<file path="src/rtl/c8_pkg.sv">
// c8_pkg: shared types and constants for the chip-8 instruction core
// no dependencies
`default_nettype none
package c8_pkg;

    localparam logic [2:0] ST_DONE    = 3'd0;
    localparam logic [2:0] ST_CLEAR   = 3'd1;
    localparam logic [2:0] ST_DRAW    = 3'd2;
    localparam logic [2:0] ST_UNIMPL  = 3'd3;
    localparam logic [2:0] ST_INVALID = 3'd4;
    localparam logic [2:0] ST_WAIT    = 3'd5;

    localparam logic [7:0] LO_CLS   = 8'hE0;
    localparam logic [7:0] LO_RET   = 8'hEE;
    localparam logic [7:0] LO_SKP   = 8'h9E;
    localparam logic [7:0] LO_SKNP  = 8'hA1;
    localparam logic [7:0] LO_GDT   = 8'h07;
    localparam logic [7:0] LO_SDT   = 8'h15;
    localparam logic [7:0] LO_SST   = 8'h18;
    localparam logic [7:0] LO_ADDI  = 8'h1E;
    localparam logic [7:0] LO_WKEY  = 8'h0A;
    localparam logic [7:0] LO_FONT  = 8'h29;
    localparam logic [7:0] LO_BCD   = 8'h33;
    localparam logic [7:0] LO_STORE = 8'h55;
    localparam logic [7:0] LO_LOAD  = 8'h65;

    typedef struct packed {
        logic       kind;
        logic [11:0] address;
        logic [7:0]  data;
        logic [7:0]  random_byte;
    } c8_in_t;

    typedef struct packed {
        logic [2:0]  status;
        logic [11:0] program_counter;
        logic [11:0] index_value;
        logic [7:0]  draw_x;
        logic [7:0]  draw_y;
        logic [3:0]  draw_rows;
        logic [15:0] instruction_word;
    } c8_out_t;

    // what the datapath does this cycle
    typedef enum logic [3:0] {
        CMD_NONE,
        CMD_CAPTURE,   // latch input item
        CMD_WRITE,     // ram write of the load item
        CMD_RD_HI,     // read pc
        CMD_RD_LO,     // read pc+1, latch hi
        CMD_LATCH_LO,  // latch lo
        CMD_EXEC,      // execute the fetched instruction
        CMD_BLK_WR,    // one step of a store (bcd or block)
        CMD_BLK_RD,    // issue read for block load
        CMD_BLK_LD,    // latch loaded byte into vreg
        CMD_RESULT     // finish result register
    } c8_cmd_e;

    typedef struct packed {
        c8_cmd_e    op;
        logic [3:0] step;
    } c8_cmd_t;

    typedef struct packed {
        logic       kind;
        logic       is_store;   // fx55
        logic       is_bcd;     // fx33
        logic       is_load;    // fx65
        logic [3:0] last_k;     // x nibble, or 2 for fx33
    } c8_stat_t;

endpackage
`default_nettype wire

</file>
<file path="src/rtl/c8_control.sv">
// c8_control: sequencer for fetch, execute, block transfers and result handshake
// depends on c8_pkg
`default_nettype none
module c8_control
    import c8_pkg::*;
(
    input  wire logic     clk,
    input  wire logic     rst_n,
    input  wire logic     in_valid,
    output logic          in_ready,
    output logic          out_valid,
    input  wire logic     out_ready,
    input  wire c8_stat_t stat,
    output c8_cmd_t       cmd
);
    typedef enum logic [9:0] {
        S_IDLE  = 10'b0000000001,
        S_DEC   = 10'b0000000010,
        S_RDHI  = 10'b0000000100,
        S_RDLO  = 10'b0000001000,
        S_LATLO = 10'b0000010000,
        S_EXEC  = 10'b0000100000,
        S_BWR   = 10'b0001000000,
        S_BRD   = 10'b0010000000,
        S_BLD   = 10'b0100000000,
        S_FIN   = 10'b1000000000
    } state_t;

    state_t     state_reg, state_next;
    logic [3:0] k_reg, k_next;
    logic       ov_reg, ov_next;

    // a finished result may wait in the output register while idle
    assign in_ready  = (state_reg == S_IDLE) && (!ov_reg || out_ready);
    assign out_valid = ov_reg;

    always_comb
    begin
        state_next = state_reg;
        k_next     = k_reg;
        ov_next    = ov_reg && !out_ready;
        cmd.op     = CMD_NONE;
        cmd.step   = k_reg;
        unique case (state_reg)
            S_IDLE:
            begin
                if (in_valid && in_ready)
                begin
                    cmd.op     = CMD_CAPTURE;
                    state_next = S_DEC;
                end
            end
            S_DEC:
            begin
                if (!stat.kind)
                begin
                    cmd.op     = CMD_WRITE;
                    state_next = S_IDLE;
                    ov_next    = 1'b1;
                end
                else
                begin
                    state_next = S_RDHI;
                end
            end
            S_RDHI:  begin cmd.op = CMD_RD_HI;    state_next = S_RDLO; end
            S_RDLO:  begin cmd.op = CMD_RD_LO;    state_next = S_LATLO; end
            S_LATLO: begin cmd.op = CMD_LATCH_LO; state_next = S_EXEC; end
            S_EXEC:
            begin
                cmd.op = CMD_EXEC;
                k_next = 4'd0;
                priority if (stat.is_store || stat.is_bcd) state_next = S_BWR;
                else if (stat.is_load)                    state_next = S_BRD;
                else                                      state_next = S_FIN;
            end
            S_BWR:
            begin
                cmd.op = CMD_BLK_WR;
                k_next = k_reg + 4'd1;
                if (k_reg == stat.last_k) state_next = S_FIN;
            end
            S_BRD:   begin cmd.op = CMD_BLK_RD; state_next = S_BLD; end
            S_BLD:
            begin
                cmd.op = CMD_BLK_LD;
                k_next = k_reg + 4'd1;
                state_next = (k_reg == stat.last_k) ? S_FIN : S_BRD;
            end
            S_FIN:
            begin
                cmd.op     = CMD_RESULT;
                state_next = S_IDLE;
                ov_next    = 1'b1;
            end
            default: state_next = S_IDLE;
        endcase
    end

    always_ff @(posedge clk or negedge rst_n)
    begin
        if (!rst_n)
        begin
            state_reg <= S_IDLE;
            k_reg     <= 4'd0;
            ov_reg    <= 1'b0;
        end
        else
        begin
            state_reg <= state_next;
            k_reg     <= k_next;
            ov_reg    <= ov_next;
        end
    end

`ifndef SYNTHESIS
    a_one_hot: assert property (@(posedge clk) disable iff (!rst_n) $onehot(state_reg))
        else $error("state not one-hot");
    a_busy_not_ready: assert property (@(posedge clk) disable iff (!rst_n)
        state_reg != S_IDLE |-> !in_ready)
        else $error("ready while busy");
    a_fin_valid: assert property (@(posedge clk) disable iff (!rst_n)
        state_reg == S_FIN |=> out_valid)
        else $error("no result after finish");
`endif
endmodule
`default_nettype wire

</file>
<file path="config.mk">
export PLATFORM = sky130hd
export DESIGN_NAME = c8_control
export DESIGN_NICKNAME = d
export VERILOG_FILES = /design/src/rtl/c8_pkg.sv /design/src/rtl/c8_control.sv
export SDC_FILE = /design/constraint.sdc
export NUM_CORES = 1
export LEC_CHECK = 0
export BUFFER_PORTS_ARGS = -buffer_cell sky130_fd_sc_hd__buf_2
export CORE_MARGIN = 2
export CORE_UTILIZATION = 57
export DETAILED_ROUTE_END_ITERATION = 12
export PLACE_DENSITY = 0.87
export REMOVE_ABC_BUFFERS = 1
export SETUP_SLACK_MARGIN = 0.1
export SLEW_MARGIN = 20
export SYNTH_ARGS = -nofsm -noshare
export SYNTH_HDL_FRONTEND = slang
export SYNTH_SLANG_ARGS = --single-unit
</file>
<file path="constraint.sdc">
create_clock -name clk -period 4.6 [get_ports clk]
set_clock_uncertainty 0.05 [all_clocks]
set_input_delay 0 -clock clk [delete_from_list [all_inputs] [get_ports clk]]
set_output_delay 0 -clock clk [all_outputs]
set_load 0.02 [all_outputs]
</file>
==> impl_metrics.env <==
export IMPL_routed_via_count=997
export IMPL_p_switching_uw=164.3
export IMPL_routed_wl_um=2634
export IMPL_synth_edf_count=0
export IMPL_finalHoldViolCount=0
export IMPL_rows=15
export IMPL_power_density_nw_per_um2=332.6
export IMPL_vias_per_cell=6.006
export IMPL_crit_arrival_ps=2220
export IMPL_peakVddDrop_uv=209.9
export IMPL_p_clk_frac=0.187
export IMPL_clk_pin_slew_ps=100
export IMPL_tightest_slew_ps=517.4
export IMPL_multi_input_comb_area_um2=606.8
export IMPL_slew_violations=0
export IMPL_nets=155
export IMPL_internal_power_uw=251.5
export IMPL_synth_distinct_cells=37
export IMPL_async_flop_share=1.000
export IMPL_min_period_ps=2270
export IMPL_grt_pass1_wl_um=4402
export IMPL_seq_power_share=0.407
export IMPL_dr_pass1_iters=4
export IMPL_grt_remaining_overflow=0
export IMPL_cts_buffer_depth=2
export IMPL_syn_inst=115
export IMPL_portBuffers=21
export IMPL_drc=0
export IMPL_path_max_fanout=8
export IMPL_slew_headroom=0.6551
export IMPL_max_freq_mhz=440.5
export IMPL_antenna_found_initial=0
export IMPL_tns_ps=0
export IMPL_seq_area_um2=376.6
export IMPL_outcome="finished, final reports clean"
export IMPL_synth_area_um2=1036
export IMPL_r2r_cells=4
export IMPL_ant_nets=0
export IMPL_crit_path_start_kind="flop"
export IMPL_final_cell_mix="21 x buf_2, 14 x dfrtp_1, 11 x nor2_1"
export IMPL_dpl_hpwl_um=1830
export IMPL_endpoint_kind="output pin"
export IMPL_yosysWarnings=0
export IMPL_die_h_um=46.63
export IMPL_fin_crit_sh=0.4935
export IMPL_r2r_setup_slack_ps=2650
export IMPL_core_um2=1727
export IMPL_drt_iter0_markers=51
export IMPL_grt_setup_unrepaired="false"
export IMPL_p_leak_uw=0.0005686
export IMPL_ioPinCount=22
export IMPL_insertedDiodeCount=0
export IMPL_fp_dieW_um=46.63
export IMPL_synth_seq_cells=15
export IMPL_power_frac_comb=0.406
export IMPL_cts_tree="built"
export IMPL_critPathKind="reg2out"
export IMPL_netSwitchingFraction=0.3951
export IMPL_drt_wirelength_per_cell_um=15.87
export IMPL_drive_above_1_share=0.2270
export IMPL_numCtsBuffers=3
export IMPL_ys_seq_area_frac=0.3635
export IMPL_start_util=0.6000
export IMPL_gpl_final_weighted_congestion=0.9462
export IMPL_synth_ff_type="dfrtp_1"
export IMPL_hp_class="in2async"
export IMPL_dieArea_um2=2174
export IMPL_cts_sinks=15
export IMPL_grt_total_usage=0.2869
export IMPL_final_common_cell="buf_2"
export IMPL_htreeDepth=1
export IMPL_largest_reg_flops=10
export IMPL_worstPathRequired_ps=4550
export IMPL_avgSynthCellArea_um2=9.009
export IMPL_grt_max_degree=16
export IMPL_grt_pass1_vias=949
export IMPL_fin_util=0.7239
export IMPL_setup_viol=0
export IMPL_syn_to_final_growth_pct=20.65
export IMPL_cts_root_buf="clkbuf_4"
export IMPL_clock_latency_ps=290
export IMPL_fillers=140
export IMPL_drv_cap=0
==> power by group through the flow <==
stage	sequential [uW]	combinational, uW	clock, uW
2_1_floorplan	170	116	0
4_1_cts	169	165	78.7
6_report	169	169	77.8
3_5_place_dp	171	160	0
5_1_grt	173	182	81.8
3_3_place_gp	171	157	0
==> through the flow <==
step | cell area [um^2] | power, uW | setup slack, ps | hold slack [ps] | instances
CTS | 1250 | 412.2 | 2354 | 95.63 | 166
finish | 1250 | 415.8 | 2330 | 92.10 | 166
detailed placement | 1142 | 330.4 | 2664 | -124.3 | 154
global route | 1250 | 436.2 | 2177 | 96.76 | 166
global placement | 1142 | 327.3 | 2668 | -128.1 | 154
floorplan | 1006 | 285.6 | 2825 | -345.6 | 108
==> repair_timing <==
action                    CTS  global route
hold endpoints to repair   20             0
buffers inserted            0             0
hold buffers                8             0
resized for setup           0             0
==> layer usage <==
layer  global-route usage  up-vias  wire length [um]
met2               0.4722       46              1275
met4              0.07222        0                43
met1               0.4015      469              1193
li1                     -      476                 -
met5                    0        -                 0
met3              0.03137        6               121
==> critical path, stage by stage, from the launching register on <==
cell	delay, ps
dfrtp_1	480
or4_4	620
nor3_1	340
a41oi_1	180
o211ai_1	120
buf_2	190
==> final timing paths <==
check                        startpoint           end
min                               rst_n      k_reg[3]
max                        state_reg[2]        cmd[4]
min reg2reg                   out_valid     out_valid
min in group clk                stat[5]  state_reg[9]
max reg2reg                state_reg[2]      k_reg[3]
max in group asynchronous         rst_n  state_reg[0]
==> kinds of logic (layout without fill, tap and decap cells) <==
kind of cell	count (synthesis)	after routing	synth area share
and+or+nand+nor	54	54	0.3358
AOI/OAI and AO/OA	22	22	0.1534
buffers and inverters	13	39	0.05071
adders and majority gates	1	1	0.01208
DFF	15	15	0.3635
xor gates and xnor gates	10	10	0.08455
==> final cells by class <==
cell class	instances	area share
multi-input combinational	87	0.4855
sequential	15	0.3013
timing repair buffer	29	0.1481
tap	25	0.02503
clock buffer	3	0.01802
inverter	6	0.01802
clock inverter	1	0.004004
==> synth_stat cells (all sizes together) (2+ instances only) <==
| cell type | n | area (um^2) |
|---|---|---|
| nand2b | 3 | 18.77 |
| nand3 | 5 | 25.02 |
| o21ai | 6 | 30.03 |
| and4 | 2 | 17.52 |
| nor4b | 2 | 47.55 |
| nor2 | 11 | 41.29 |
| a21oi | 2 | 10.01 |
| clkbuf | 4 | 15.01 |
| nor4 | 5 | 43.79 |
| nand4 | 3 | 18.77 |
| nand2 | 7 | 26.28 |
| nor2b | 3 | 18.77 |
| o31a | 2 | 17.52 |
| and3 | 4 | 25.02 |
| dfrtp | 14 | 350.3 |
| xnor2 | 9 | 78.83 |
| inv | 6 | 22.52 |
| buf | 3 | 15.01 |
| nor3 | 5 | 25.02 |
| o32ai | 2 | 17.52 |
| or4 | 3 | 30.03 |
| a22o | 2 | 17.52 |
(Power assumes the default switching activity.)
